**src/hdl/sdfpe_delay.sv**
```systemverilog
// Delay line that carries a valid bit and a side payload alongside a fixed-latency unit.
// Depends on nothing but its parameters.
module sdfpe_delay #(
  parameter int W     = 8,
  parameter int DEPTH = 4
) (
  input  logic         clk,
  input  logic         rst_n,
  input  logic         vld_i,
  input  logic [W-1:0] dat_i,
  output logic         vld_o,
  output logic [W-1:0] dat_o
);

  logic [DEPTH-1:0] vld_r;
  logic [W-1:0]     dat_r [DEPTH];

  always_ff @(posedge clk) begin
    if (!rst_n) begin
      vld_r <= '0;
    end else begin
      vld_r <= {vld_r[DEPTH-2:0], vld_i};
    end
  end

  always_ff @(posedge clk) begin
    dat_r[0] <= dat_i;
    for (int i = 1; i < DEPTH; i++) begin
      dat_r[i] <= dat_r[i-1];
    end
  end

  assign vld_o = vld_r[DEPTH-1];
  assign dat_o = dat_r[DEPTH-1];

endmodule

```
**config.mk**
```make
export PLATFORM = sky130hd
export DESIGN_NAME = sdfpe_delay
export DESIGN_NICKNAME = d
export VERILOG_FILES = /design/src/hdl/sdfpe_delay.sv
export SDC_FILE = /design/constraint.sdc
export NUM_CORES = 1
export LEC_CHECK = 0
export ABC_AREA = 1
export BUFFER_PORTS_ARGS = -buffer_cell sky130_fd_sc_hd__buf_2
export CAP_MARGIN = 20
export CORE_UTILIZATION = 46
export DETAILED_ROUTE_END_ITERATION = 8
export GPL_TIMING_DRIVEN = 0
export PLACE_DENSITY = 0.71
export SYNTH_ARGS = -nofsm -noshare
export SYNTH_HDL_FRONTEND = slang
export SYNTH_SLANG_ARGS = --single-unit
```
**constraint.sdc**
```tcl
create_clock -name clk -period 0.8 [get_ports clk]
set_input_delay 0.08 -clock clk [delete_from_list [all_inputs] [get_ports clk]]
set_output_delay 0.08 -clock clk [all_outputs]
set_load 0.03 [all_outputs]
```
==> summary.txt, run 1 <==
status = finished with violations
failing checks = setup timing
Max stage delay cell, worst path = dfxtp_2
clock latency on the worst-skew pair = 0.31 ns
Mapped Cells = 44
core area = 0.00152 mm^2
Max clock buf depth = 2
setup ws final = -0.0443 ns
Max Freq = 1.18 GHz
Seq. cell area = 732 um^2
largest net degree at the start of global routing = 12
Synth-to-Final Area Change = 47.8%
area leader, netlist = dfxtp_1
die extent in y = 42.4 um
share of post-route cells with drive strength above 1 = 0.432
met1 Track Usage GR = 0.107
area of the multi-input gates = 15.0 um^2
syn_nets = 55
DRC violations left = 0
Initial Utilization = 0.493
Vias/cell = 3.79
final cell utilization of the core = 0.728
worst vdd ir = 1.77 mV
Fin Hold WS = 0.323 ns
Period minus WS final = 0.844 ns
Worst EP required = 0.72 ns
commonest non-fill, non-tap cell in the layout = dfxtp_1
DIE AREA = 0.00180 mm^2
Clk Tree Root Cell = clkbuf_4
top-area cell type share of the netlist area = 0.960
grt peak-use layer = met2
WS Path Type = flip-flop to primary output
IO Port Bufs = 19
Num CTS Buffers = 5
Slew HR = 0.935
Switching Share = 0.181
final setup vio count = 9
Unique masters post-synth = 3
worst slew pin tran = 0.0971 ns
flops & latches, synth = 36
DP Wirelength = 422 um
FILL cells = 97
Hold Crit Class = flip-flop to flip-flop
Power Density = 2900 mW/mm^2
global route total overflow = 0
Global Route Usage Sum = 0.108
Max Slew Vio Count = 0
synth warn = 0
Cell Chain, Critical Path = buf_6
post-synthesis sequential area ratio = 0.960
P_sw = 584 uW
Final GP Congestion = 0.536
CTS tree = yes
clock skew = 0.00872 ns
DRT Pass-1 Iters = 4
Leak = 0.000523 uW
Combinational Power Share = 0.049
met2 Use GR = 0.157
Largest delay share family, worst path = flip-flops
clock sinks = 36
first-pass GRT wire length = 1300 um
final worst path period share = 1.06
Die W = 42.4 um
RSZ-0062 raised after global routing = true
wire per inst = 7.96 um
vias = 368
dpl cells = 79
Initial DRC Count = 7
most frequent cells in the layout = 27 x dfxtp_1, 10 x dlygate4sd3_1, 10 x buf_2
Max Cap Viol = 0
endpoints failing hold = 0
row cnt = 14
Int Power = 2630 uW
CP max FO = 1
# nets final = 91
CP bufs+invs = 1
total power = 3220 uW
initial antenna violation count = 0
vias in the first global route = 329
final wirelength = 772 um
Clk pin slew, worst setup/hold paths = 0.10 ns
Worst Path Arrival = 0.76 ns
startpoint types = flip-flop
crit-path max cell delay = 0.33 ns
Reg power frac = 0.594
Worst Setup End Kind = primary output
power share of the clock group = 0.357
syn avg cell area = 17.1 um^2
worst slack, placed = 0.249 ns
I/O pins = 20
Mapped Area = 751 um^2
Ant. Diodes = 0
Max H-tree Level = 2
Non-Filler Instances = 97
Routed Antenna Nets = 0
Synth area leaders = dfxtp_1 96%, inv_1 2.0%, nand2_1 2.0%
met3 Track Usage GR = 0.0776
-- cells in the mapped netlist, drive strengths merged --
library cell and instances:
inv 4, nand2 4, dfxtp 36
-- flip-flops by register name (all words and copies together), names as in the netlist --
signal / flops
vld_r: 4
dat_r: 32
-- stage by stage --
step	setup TNS, ns	instance area [um^2]
floorplan	0	751
global placement	0	866
detailed placement	0	866
CTS	-0.460	1110
global route	-0.690	1110
finish	-0.332	1110
-- timing repair --
action | 4_1_cts | 5_1_grt
resized for setup | 27 | 0
setup endpoints to repair | 9 | 9
hold buffers | 10 | 0
gates cloned | 0 | 0
setup buffers | 0 | 0
endpoints found under the hold margin | 12 | 0
-- kinds of logic (layout without fill, tap and decap cells) --
family | after synthesis | after routing | synth area share
simple gates | 4 | 4 | 0.0200
flops | 36 | 36 | 0.960
buf+inv | 4 | 41 | 0.0200
-- cell type report --
cell class / instances / area share
clock buffers: 6 / 0.0372
clock inverters: 2 / 0.0316
inverters: 4 / 0.0135
multi-input cells: 4 / 0.0135
flip-flops and latches: 36 / 0.660
well taps: 16 / 0.0180
repair buffers: 29 / 0.227
-- power groups by stage --
stage	clock [uW]	sequential [uW]	combinational [uW]
final	1150	1910	159
after global routing	1280	1920	170
after CTS	1190	1910	158
after detailed placement	0	1940	95.3
after global placement	0	1940	94.2
after floorplan	0	1990	4.48
-- worst paths after layout --
kind / startpoint / end / slack (ns) / cells past startpoint
max reg2reg: vld_r[0]$_SDFF_PN0_ / vld_r[1]$_SDFF_PN0_ / 0.30 / 2
min reg2reg: dat_r[2][0]$_DFF_P_ / dat_r[3][0]$_DFF_P_ / 0.32 / 0
min: dat_r[2][0]$_DFF_P_ / dat_r[3][0]$_DFF_P_ / 0.32 / 0
max: vld_r[3]$_SDFF_PN0_ / vld_o / -0.04 / 1
-- routing by layer --
metal / routed length [um] / vias up
li1: - / 202
met1: 322 / 149
met2: 401 / 17
met3: 48 / 0
met4: 0 / 0
met5: 0 / -
Note: power is estimated with default switching activity, not from simulation.
==> run 2, diff against run 1 <==
--- a/config.mk
+++ b/config.mk
@@ -8,6 +8,7 @@
 export ABC_AREA = 1
 export BUFFER_PORTS_ARGS = -buffer_cell sky130_fd_sc_hd__buf_2
 export CAP_MARGIN = 20
+export CORE_MARGIN = 1.5
 export CORE_UTILIZATION = 46
 export DETAILED_ROUTE_END_ITERATION = 8
 export GPL_TIMING_DRIVEN = 0
@@ -15,3 +16,4 @@
 export SYNTH_ARGS = -nofsm -noshare
 export SYNTH_HDL_FRONTEND = slang
 export SYNTH_SLANG_ARGS = --single-unit
+export TNS_END_PERCENT = 30
==> run 2 against run 1 <==
  * The run still ends with setup timing left
  * First-iteration DRC count down 100%
  * Final cell count unchanged
  * Sequential share of layout area up 1.1 points
  * Non-clock buffer count unchanged
  * Largest cell class unchanged
==> summary.txt, run 2 (synthesis gave the netlist of run 1 again) <==
failing checks = setup timing
final cell utilization of the core = 0.717
clock sinks = 36
Leak = 0.000513 uW
worst vdd ir = 1.71 mV
FILL cells = 111
Worst EP required = 0.72 ns
Synth-to-Final Area Change = 45.5%
Largest delay share family, worst path = flip-flops
final setup vio count = 9
CP bufs+invs = 1
clock latency on the worst-skew pair = 0.30 ns
Clk pin slew, worst setup/hold paths = 0.09 ns
most frequent cells in the layout = 27 x dfxtp_1, 10 x dlygate4sd3_1, 10 x buf_2
Largest register FFs = 32
crit-path max cell delay = 0.33 ns
vias = 374
Hold Crit Class = flip-flop to flip-flop
DP Wirelength = 365 um
Die W = 43.4 um
endpoints failing hold = 0
# nets final = 91
Global Route Usage Sum = 0.110
initial antenna violation count = 0
share of post-route cells with drive strength above 1 = 0.420
DRC violations left = 0
largest net degree at the start of global routing = 11
Final GP Congestion = 0.532
Max stage delay cell, worst path = dfxtp_2
startpoint types = flip-flop
Max H-tree Level = 2
Routed Antenna Nets = 0
status = finished with violations
DIE AREA = 0.00188 mm^2
core area = 0.00152 mm^2
Initial DRC Count = 0
dpl cells = 79
I/O pins = 20
Ant. Diodes = 0
Clk Tree Root Cell = clkbuf_4
area of the multi-input gates = 15.0 um^2
CTS tree = yes
Max Slew Vio Count = 0
Vias/cell = 3.86
DRT Pass-1 Iters = 1
wire per inst = 7.52 um
commonest non-fill, non-tap cell in the layout = dfxtp_1
Power Density = 2720 mW/mm^2
vias in the first global route = 366
worst slew pin tran = 0.0896 ns
RSZ-0062 raised after global routing = true
Most flops, register = dat_r
Period minus WS final = 0.837 ns
WS Path Type = flip-flop to primary output
clock skew = 0.00367 ns
Worst Path Arrival = 0.76 ns
Max Cap Viol = 0
global route total overflow = 0
Max clock buf depth = 2
Max Freq = 1.19 GHz
final worst path period share = 1.05
Seq. cell area = 732 um^2
Non-Filler Instances = 97
setup ws final = -0.0372 ns
Initial Utilization = 0.493
largest registers = dat_r: 32 flops, vld_r: 4 flops
first-pass GRT wire length = 1350 um
CP max FO = 1
Cell Chain, Critical Path = buf_6
Slew HR = 0.940
Worst Setup End Kind = primary output
die extent in y = 43.4 um
final wirelength = 729 um
Num CTS Buffers = 5
row cnt = 14
IO Port Bufs = 19
run 2: changes by cell type in the layout (fill, tap and decap cells not counted), sizes merged:
cell    change
clkbuf      +2
clkinv      -1
bufinv      -1
run 2: routing by layer:
metal | routed length, um | share of wire | track usage
met5 | 0 | 0 | 0
met4 | 22 | 0.030 | 0.109
met2 | 389 | 0.53 | 0.173
met1 | 274 | 0.38 | 0.0939
met3 | 42 | 0.058 | 0.0625
run 2: layout make-up:
type,instances,area share
Sequential cell,36,0.670
Timing Repair Buffer,29,0.230
Clock buffer,8,0.0538
Tap cell,16,0.0183
Multi-Input combinational cell,4,0.0137
Inverter,4,0.0137
run 2: report_power, final:
part           internal, uW  switching, uW
combinational          91.2           66.6
clock                   433            474
sequential             1890           21.2
run 2: final timing paths:
kind | start | slack, ns | depth (start not counted) | to
setup / recovery | vld_r[3]$_SDFF_PN0_ | -0.04 | 1 | vld_o
setup reg to reg | vld_r[2]$_SDFF_PN0_ | 0.31 | 2 | vld_r[3]$_SDFF_PN0_
hold reg to reg | dat_r[2][1]$_DFF_P_ | 0.33 | 0 | dat_r[3][1]$_DFF_P_
hold / removal | dat_r[2][1]$_DFF_P_ | 0.33 | 0 | dat_r[3][1]$_DFF_P_
run 2: stage by stage:
stage / instance area, um^2 / TNS (ns) / worst slack (ns) / hold WS (ns) / power [uW]
2_1_floorplan: 751 / 0 / 0.261 / 0.108 / 1990
3_3_place_gp: 866 / 0 / 0.257 / 0.182 / 2030
3_5_place_dp: 866 / 0 / 0.250 / 0.184 / 2040
4_1_cts: 1090 / -0.453 / -0.0589 / 0.330 / 3020
5_1_grt: 1090 / -0.683 / -0.0821 / 0.334 / 3130
6_report: 1090 / -0.290 / -0.0372 / 0.330 / 2970
run 2: what timing repair did:
action | in CTS | in global routing
hold buffers | 10 | 0
setup endpoints to repair | 9 | 9
gates resized for setup | 27 | 0
setup buffers | 0 | 0
hold endpoints to repair | 12 | 0
