**src/hdl/sdfpe_pkg.sv**
```systemverilog
// Shared types, constants and helper functions of the signed distance primitive evaluator.
// Used by every module of the block but sdfpe_delay; it depends on nothing else.
package sdfpe_pkg;

  localparam int WORD_BITS = 32;

  localparam int VAL_W    = 36;
  localparam int MAG_W    = 34;
  localparam int HALF_W   = MAG_W / 2;
  localparam int SQ_W     = 2 * MAG_W;
  localparam int SUM_W    = 72;
  localparam int ROOT_W   = SUM_W / 2;
  localparam int REM_W    = ROOT_W + 3;
  localparam int SQRT_STG = ROOT_W / 2;
  localparam int LEN_LAT  = 4 + SQRT_STG;
  localparam int LAT      = 8 + 2 * LEN_LAT;

  localparam logic [2:0] FN_SPHERE = 3'd0;
  localparam logic [2:0] FN_BOX    = 3'd1;
  localparam logic [2:0] FN_FRAME  = 3'd2;
  localparam logic [2:0] FN_RBOX   = 3'd3;
  localparam logic [2:0] FN_TORUS  = 3'd4;
  localparam logic [2:0] FN_CAPS   = 3'd5;
  localparam logic [2:0] FN_CYL    = 3'd6;

  typedef logic signed [VAL_W-1:0] val_t;

  localparam longint SAT_HI_L = (longint'(1) <<< (WORD_BITS - 1)) - 1;
  localparam longint SAT_LO_L = -SAT_HI_L - 1;
  localparam val_t   SAT_HI   = val_t'(SAT_HI_L);
  localparam val_t   SAT_LO   = val_t'(SAT_LO_L);

  typedef struct packed {
    logic [2:0]         func;
    logic signed [31:0] pos_x;
    logic signed [31:0] pos_y;
    logic signed [31:0] pos_z;
    logic [30:0]        dim_a;
    logic [30:0]        dim_b;
    logic [30:0]        dim_c;
    logic [30:0]        dim_d;
  } in_beat_t;

  typedef struct packed {
    logic signed [31:0] distance;
    logic               saturated;
  } out_beat_t;

  typedef struct packed {
    val_t x;
    val_t y;
    val_t z;
  } vec_t;

  typedef struct packed {
    logic [2:0] func;
    val_t       off0;
    val_t       off1;
    val_t       off2;
    val_t       y;
    val_t       d;
    val_t       b;
  } ctx1_t;

  typedef struct packed {
    logic [2:0] func;
    val_t       pr;
    val_t       off;
  } ctx2_t;

  function automatic val_t absv(val_t v);
    return (v < 0) ? -v : v;
  endfunction

  function automatic val_t pos0(val_t v);
    return (v > 0) ? v : '0;
  endfunction

  function automatic val_t max2(val_t a, val_t b);
    return (a > b) ? a : b;
  endfunction

  function automatic val_t min2(val_t a, val_t b);
    return (a < b) ? a : b;
  endfunction

endpackage

```
**src/hdl/sdfpe_front.sv**
```systemverilog
// Front end: input register, box offsets and per-shape selection of the first length vectors.
// Uses sdfpe_pkg; feeds three sdfpe_len lanes and the context delay line.
module sdfpe_front (
  input  logic                clk,
  input  logic                rst_n,
  input  logic                acc,
  input  sdfpe_pkg::in_beat_t beat,
  output logic                vld_o,
  output sdfpe_pkg::vec_t     lane0,
  output sdfpe_pkg::vec_t     lane1,
  output sdfpe_pkg::vec_t     lane2,
  output sdfpe_pkg::ctx1_t    ctx
);

  logic                v0_r, v1_r, v2_r, v3_r;
  sdfpe_pkg::in_beat_t b0_r;

  logic [2:0]          f1_r, f2_r;
  sdfpe_pkg::vec_t     p1_r, e1_r, p2_r, e2_r;
  sdfpe_pkg::val_t     a1_r, b1_r, c1_r, d1_r, cy1_r;
  sdfpe_pkg::val_t     a2_r, b2_r, d2_r, cy2_r, yc2_r;
  sdfpe_pkg::vec_t     g2_r, h2_r;

  sdfpe_pkg::vec_t     p1_nxt, e1_nxt;
  sdfpe_pkg::val_t     a1_nxt, c1_nxt, d1_nxt;
  sdfpe_pkg::vec_t     g2_nxt, h2_nxt;
  sdfpe_pkg::val_t     yc2_nxt;

  sdfpe_pkg::vec_t     l0_nxt, l1_nxt, l2_nxt;
  sdfpe_pkg::ctx1_t    ctx_nxt;
  sdfpe_pkg::vec_t     l0_r, l1_r, l2_r;
  sdfpe_pkg::ctx1_t    ctx_r;

  always_ff @(posedge clk) begin
    if (!rst_n) begin
      v0_r <= 1'b0;
      v1_r <= 1'b0;
      v2_r <= 1'b0;
      v3_r <= 1'b0;
    end else begin
      v0_r <= acc;
      v1_r <= v0_r;
      v2_r <= v1_r;
      v3_r <= v2_r;
    end
  end

  always_comb begin
    p1_nxt.x = sdfpe_pkg::val_t'(b0_r.pos_x);
    p1_nxt.y = sdfpe_pkg::val_t'(b0_r.pos_y);
    p1_nxt.z = sdfpe_pkg::val_t'(b0_r.pos_z);
    a1_nxt   = sdfpe_pkg::val_t'(b0_r.dim_a);
    c1_nxt   = sdfpe_pkg::val_t'(b0_r.dim_c);
    d1_nxt   = sdfpe_pkg::val_t'(b0_r.dim_d);
    e1_nxt.x = sdfpe_pkg::absv(p1_nxt.x) - a1_nxt;
    e1_nxt.y = sdfpe_pkg::absv(p1_nxt.y) - sdfpe_pkg::val_t'(b0_r.dim_b);
    e1_nxt.z = sdfpe_pkg::absv(p1_nxt.z) - c1_nxt;
  end

  always_ff @(posedge clk) begin
    b0_r  <= beat;
    f1_r  <= b0_r.func;
    p1_r  <= p1_nxt;
    e1_r  <= e1_nxt;
    a1_r  <= a1_nxt;
    b1_r  <= sdfpe_pkg::val_t'(b0_r.dim_b);
    c1_r  <= c1_nxt;
    d1_r  <= d1_nxt;
    cy1_r <= sdfpe_pkg::absv(p1_nxt.y) - c1_nxt;
  end

  always_comb begin
    h2_nxt.x = e1_r.x + d1_r;
    h2_nxt.y = e1_r.y + d1_r;
    h2_nxt.z = e1_r.z + d1_r;
    g2_nxt.x = sdfpe_pkg::absv(h2_nxt.x) - d1_r;
    g2_nxt.y = sdfpe_pkg::absv(h2_nxt.y) - d1_r;
    g2_nxt.z = sdfpe_pkg::absv(h2_nxt.z) - d1_r;
    if (p1_r.y < 0) begin
      yc2_nxt = p1_r.y;
    end else if (p1_r.y > c1_r) begin
      yc2_nxt = p1_r.y - c1_r;
    end else begin
      yc2_nxt = '0;
    end
  end

  always_ff @(posedge clk) begin
    f2_r  <= f1_r;
    p2_r  <= p1_r;
    e2_r  <= e1_r;
    a2_r  <= a1_r;
    b2_r  <= b1_r;
    d2_r  <= d1_r;
    cy2_r <= cy1_r;
    g2_r  <= g2_nxt;
    h2_r  <= h2_nxt;
    yc2_r <= yc2_nxt;
  end

  always_comb begin
    l0_nxt       = '0;
    l1_nxt       = '0;
    l2_nxt       = '0;
    ctx_nxt      = '0;
    ctx_nxt.func = f2_r;
    ctx_nxt.d    = d2_r;
    ctx_nxt.b    = b2_r;
    unique case (f2_r)
      sdfpe_pkg::FN_SPHERE: begin
        l0_nxt       = p2_r;
        ctx_nxt.off0 = -d2_r;
      end
      sdfpe_pkg::FN_BOX: begin
        l0_nxt.x     = sdfpe_pkg::pos0(e2_r.x);
        l0_nxt.y     = sdfpe_pkg::pos0(e2_r.y);
        l0_nxt.z     = sdfpe_pkg::pos0(e2_r.z);
        ctx_nxt.off0 = sdfpe_pkg::min2(sdfpe_pkg::max2(e2_r.x,
                         sdfpe_pkg::max2(e2_r.y, e2_r.z)), '0);
      end
      sdfpe_pkg::FN_FRAME: begin
        l0_nxt.x     = sdfpe_pkg::pos0(e2_r.x);
        l0_nxt.y     = sdfpe_pkg::pos0(g2_r.y);
        l0_nxt.z     = sdfpe_pkg::pos0(g2_r.z);
        l1_nxt.x     = sdfpe_pkg::pos0(g2_r.x);
        l1_nxt.y     = sdfpe_pkg::pos0(e2_r.y);
        l1_nxt.z     = sdfpe_pkg::pos0(g2_r.z);
        l2_nxt.x     = sdfpe_pkg::pos0(g2_r.x);
        l2_nxt.y     = sdfpe_pkg::pos0(g2_r.y);
        l2_nxt.z     = sdfpe_pkg::pos0(e2_r.z);
        ctx_nxt.off0 = sdfpe_pkg::min2(sdfpe_pkg::max2(e2_r.x,
                         sdfpe_pkg::max2(g2_r.y, g2_r.z)), '0);
        ctx_nxt.off1 = sdfpe_pkg::min2(sdfpe_pkg::max2(g2_r.x,
                         sdfpe_pkg::max2(e2_r.y, g2_r.z)), '0);
        ctx_nxt.off2 = sdfpe_pkg::min2(sdfpe_pkg::max2(g2_r.x,
                         sdfpe_pkg::max2(g2_r.y, e2_r.z)), '0);
      end
      sdfpe_pkg::FN_RBOX: begin
        l0_nxt.x     = sdfpe_pkg::pos0(h2_r.x);
        l0_nxt.y     = sdfpe_pkg::pos0(h2_r.y);
        l0_nxt.z     = sdfpe_pkg::pos0(h2_r.z);
        ctx_nxt.off0 = sdfpe_pkg::min2(sdfpe_pkg::max2(h2_r.x,
                         sdfpe_pkg::max2(h2_r.y, h2_r.z)), '0);
      end
      sdfpe_pkg::FN_TORUS: begin
        l0_nxt.x     = p2_r.x;
        l0_nxt.z     = p2_r.z;
        ctx_nxt.off0 = -a2_r;
        ctx_nxt.y    = p2_r.y;
      end
      sdfpe_pkg::FN_CAPS: begin
        l0_nxt.x     = p2_r.x;
        l0_nxt.y     = yc2_r;
        l0_nxt.z     = p2_r.z;
        ctx_nxt.off0 = -a2_r;
      end
      sdfpe_pkg::FN_CYL: begin
        l0_nxt.x     = p2_r.x;
        l0_nxt.z     = p2_r.z;
        ctx_nxt.off0 = b2_r - (a2_r <<< 1);
        ctx_nxt.y    = cy2_r;
      end
      default: begin
        l0_nxt = '0;
      end
    endcase
  end

  always_ff @(posedge clk) begin
    l0_r  <= l0_nxt;
    l1_r  <= l1_nxt;
    l2_r  <= l2_nxt;
    ctx_r <= ctx_nxt;
  end

  assign vld_o = v3_r;
  assign lane0 = l0_r;
  assign lane1 = l1_r;
  assign lane2 = l2_r;
  assign ctx   = ctx_r;

endmodule

```
**config.mk**
```make
export PLATFORM = sky130hd
export DESIGN_NAME = sdfpe_front
export DESIGN_NICKNAME = d
export VERILOG_FILES = /design/src/hdl/sdfpe_pkg.sv /design/src/hdl/sdfpe_front.sv
export SDC_FILE = /design/constraint.sdc
export NUM_CORES = 2
export LEC_CHECK = 0
export BUFFER_PORTS_ARGS = -buffer_cell sky130_fd_sc_hd__buf_2
export CAP_MARGIN = 20
export CORE_ASPECT_RATIO = 0.8
export CORE_MARGIN = 2
export CORE_UTILIZATION = 45
export DETAILED_ROUTE_END_ITERATION = 10
export HOLD_SLACK_MARGIN = 0.12
export REMOVE_ABC_BUFFERS = 1
export SLEW_MARGIN = 20
export SYNTH_ARGS = -nofsm -noshare
export SYNTH_HDL_FRONTEND = slang
export SYNTH_SLANG_ARGS = --single-unit
```
**constraint.sdc**
```tcl
create_clock -name clk -period 8.85 [get_ports clk]
set_input_delay 0.885 -clock clk [delete_from_list [all_inputs] [get_ports clk]]
set_output_delay 0.885 -clock clk [all_outputs]
set_load 0.005 [all_outputs]
```
==> impl_metrics.py <==
metrics = {
    "layout": {
        "fillerInstances": 15500,
        "final_nets": 9978,
        "drive_gt1_frac": 0.159,
        "area_delta_synth_final_pct": 18.7,
        "final_cells": 11400,
        "final_area_um2": 91100,
    },
    "status": {
        "status": "finished clean",
    },
    "timing": {
        "fin_crit_ps": 8730,
        "finalHoldViolations": 0,
        "skew_ps": 62.0,
        "post-route-period-util": 0.986,
        "slew_viol_final": 0,
        "worst_slack_ps": 123,
        "setup_violations": 0,
        "slew_headroom": 0.0572,
        "setup_tns_ps": 0,
        "grt_setup_unrepaired": "false",
        "max_freq_mhz": 115,
        "tightest_slew_ps": 1400,
    },
    "yosys": {
        "synth-compound-area-share": 0.170,
        "synth-main-ff-cell": "dfxtp_1",
        "synth_fa_ha_area_frac": 0.123,
        "syn-instance-count": 8004,
        "synth_edf_count": 0,
        "synth.distinct_cells": 103,
        "synth_top_area_frac": 0.437,
        "ys_top_cells_by_area": "dfxtp_1 (44%), ha_1 (12%), xnor2_1 (4.5%)",
        "synth_xor_area_frac": 0.0625,
        "postSynthAreaPerCell_um2": 9.58,
        "seq_area_frac_synth": 0.437,
        "synth_top_family_by_area": "compound AO/OA/AOI/OAI gates",
        "yosysMostFrequentCell": "dfxtp_1",
        "async_flop_share": 0,
        "synth_simple_gate_area_frac": 0.140,
        "ys_warn_count": 0,
        "synthMuxAreaShare": 0.0242,
        "synth_area_leader_cell": "dfxtp_1",
        "netlist_area_um2": 76700,
        "ys_seq_elements": 1676,
        "yosys-top-cells-count": "dfxtp_1 (1,676), ha_1 (736), inv_1 (546)",
    },
    "pwr": {
        "power.density_nw_per_um2": 417,
        "p_leak_nw": 42.2,
        "p_sw_frac": 0.459,
        "pwr-share-clk": 0.194,
        "p_comb_frac": 0.510,
        "p_int_mw": 20.5,
        "peakVddDrop_uv": 304,
        "seqPwrFrac": 0.296,
        "power_switching_mw": 17.4,
        "p_total_mw": 38.0,
    },
    "worst_setup_path": {
        "crit_path_top_delay_cell": "mux2_2",
        "crit_type": "flip-flop to flip-flop",
        "required_ps": 9510,
        "end_kind": "flip-flop",
        "path_buf_inv": 1,
        "worstPathArrival_ps": 9380,
        "cp_slowest_stage_delay_ps": 730,
        "path_cells": "inv_1 -> ha_1 -> nand4_1 -> or3_1 -> o211ai_1 -> a221o_1 -> a221o_1 -> a21oi_1 -> nor2_4 -> mux2i_1 -> ha_1 -> nor2b_1 -> o21ai_0 -> nand2b_1 -> a21oi_1 -> nor3_1 -> a211oi_1 -> o21ai_0 -> a221o_1 -> a221oi_1 -> o2111ai_1 -> o221ai_4 -> mux2_2 -> nor4b_1",
        "crit_path_frequent_cell": "a221o_1",
        "start_kind": "flip-flop",
        "crit_fanout": 36,
        "critPathTopFamily": "compound AO/OA/AOI/OAI gates",
    },
    "clocking": {
        "cts_tree": "built",
        "cts_buffers": 166,
        "cts-root-buf": "clkbuf_16",
        "cts.sinks": 1676,
        "clk_path_buf_depth": 3,
        "clkTransAtPathRegs_ps": 70,
        "cts_max_level": 4,
        "worstSkewPairLatency_ps": 830,
    },
    "grt": {
        "grt_first_pass_wirelength_um": 485000,
        "grt-ovfl-total": 0,
        "antenna_found_initial": 28,
        "grt_pass1_vias": 63000,
        "grt_max_degree": 70,
        "grtUsageTotal": 0.394,
    },
    "die": {
        "fp.dieH_um": 373,
        "start_util": 0.453,
        "boundaryPins": 770,
        "dieWidth_um": 466,
        "die-area_um2": 174000,
        "row_count": 135,
        "core_um2": 169000,
    },
    "route": {
        "drc": 0,
        "num_vias": 67900,
        "via_per_inst": 5.95,
        "antenna_left": 0,
        "drt-pass1-iter-count": 7,
        "initialDrtViolationCount": 8903,
        "drt_wl_total_um": 357000,
        "routedWlPerCell_um": 31.3,
    },
    "place": {
        "place_ws_ps": 315,
        "place_congestion": 1.04,
        "dpl_cell_area_um2": 84600,
        "dpl.hpwl_um": 295000,
        "portBuffers": 759,
        "dpl.cell_count": 11000,
    },
    "job": {
        "max_cap_viol_count": 0,
    },
    "worst_hold_path": {
        "min_path_type": "input port to flip-flop",
    },
}
-- repair_timing --
item	4_1_cts	5_1_grt
endpoints found under the hold margin	63	0
resized for setup	0	2
setup endpoints to repair	0	17
buffers inserted	0	1
hold buffers	63	0
-- cell families (layout without fill, tap and decap cells) --
| kind of cell | Yosys count | after routing |
|---|---|---|
| AO/OA/AOI/OAI | 1904 | 1904 |
| XOR/XNOR | 547 | 547 |
| adder cells (fa/ha/maj) | 748 | 748 |
| buffers and inverters | 829 | 1946 |
| flip-flops | 1676 | 1676 |
| multiplexers | 185 | 185 |
| other | 1 | 43 |
| AND/OR/NAND/NOR | 2114 | 2114 |
-- stage by stage --
stage	util	hold slack (ps)
after floorplan	-	310
after global placement	0.500	310
after detailed placement	0.500	312
after CTS	0.537	120
after global routing	0.538	123
final	0.538	157
-- cell type report --
class	instances	area [um2]	share of cell area
Multi-Input combinational cell	5513	40300	0.442
Timing Repair Buffer	1099	6600	0.0725
Inverter	548	2060	0.0226
Tap cell	2260	2830	0.0310
Clock inverter	85	1050	0.0115
Clock buffer	214	4630	0.0508
Sequential cell	1676	33600	0.368
Antenna cell	28	70.1	0.000769
-- sequential cells by signal, indices dropped and copies added (netlist names), 36 cells and up --
signal	count
b0_r	192
ctx	209
cy1_r	36
cy2_r	36
e1_r	108
e2_r	108
g2_r	108
h2_r	108
lane0	108
lane1	72
lane2	108
p1_r	96
p2_r	96
-- power groups by stage --
stage	logic (mW)	clock network, mW	registers [mW]
2_1_floorplan	12.1	0	10.2
3_3_place_gp	18.4	0	11.3
3_5_place_dp	18.5	0	11.3
4_1_cts	18.7	7.43	11.1
5_1_grt	20.7	7.75	11.2
6_report	19.4	7.38	11.2
-- layout by cell type, fill, tap and decap left out, types with 29 or more instances in the layout --
master	count
dfxtp_1	1675
buf_2	760
ha_1	736
inv_1	546
nand2_1	508
nor2_1	440
a21oi_1	422
xnor2_1	397
o21ai_0	316
a21o_1	286
buf_4	268
mux2i_1	181
nor3_1	174
clkbuf_16	168
nor4_1	155
xor2_1	148
nand4_1	144
nand3_1	139
and2_1	103
a211oi_1	98
nor2b_1	82
a221oi_1	81
nand2b_1	80
o211ai_1	79
a22o_1	66
dlygate4sd3_1	63
o21a_1	62
or3_1	58
o31ai_1	55
o21bai_1	54
a31oi_1	49
and3_1	43
nor4b_1	41
a222oi_1	39
or2_2	31
o22ai_1	29
-- layer usage --
layer | vias up | share of wire | global-route usage
met5 | - | 0.000095 | 0
met4 | 6 | 0.058 | 0.204
met3 | 602 | 0.10 | 0.0983
met2 | 3786 | 0.39 | 0.540
met1 | 32700 | 0.44 | 0.565
li1 | 30800 | - | -
-- final timing paths --
path	slack, ps	cells past startpoint	endpoint	startpoint
max	120	24	ctx[115]	e2_r[8]
min	160	1	b0_r[30]	beat[30]
max reg2reg	120	24	ctx[115]	e2_r[8]
min reg2reg	320	0	cy2_r[9]	cy1_r[9]
Power figures use the tool's default switching activity.
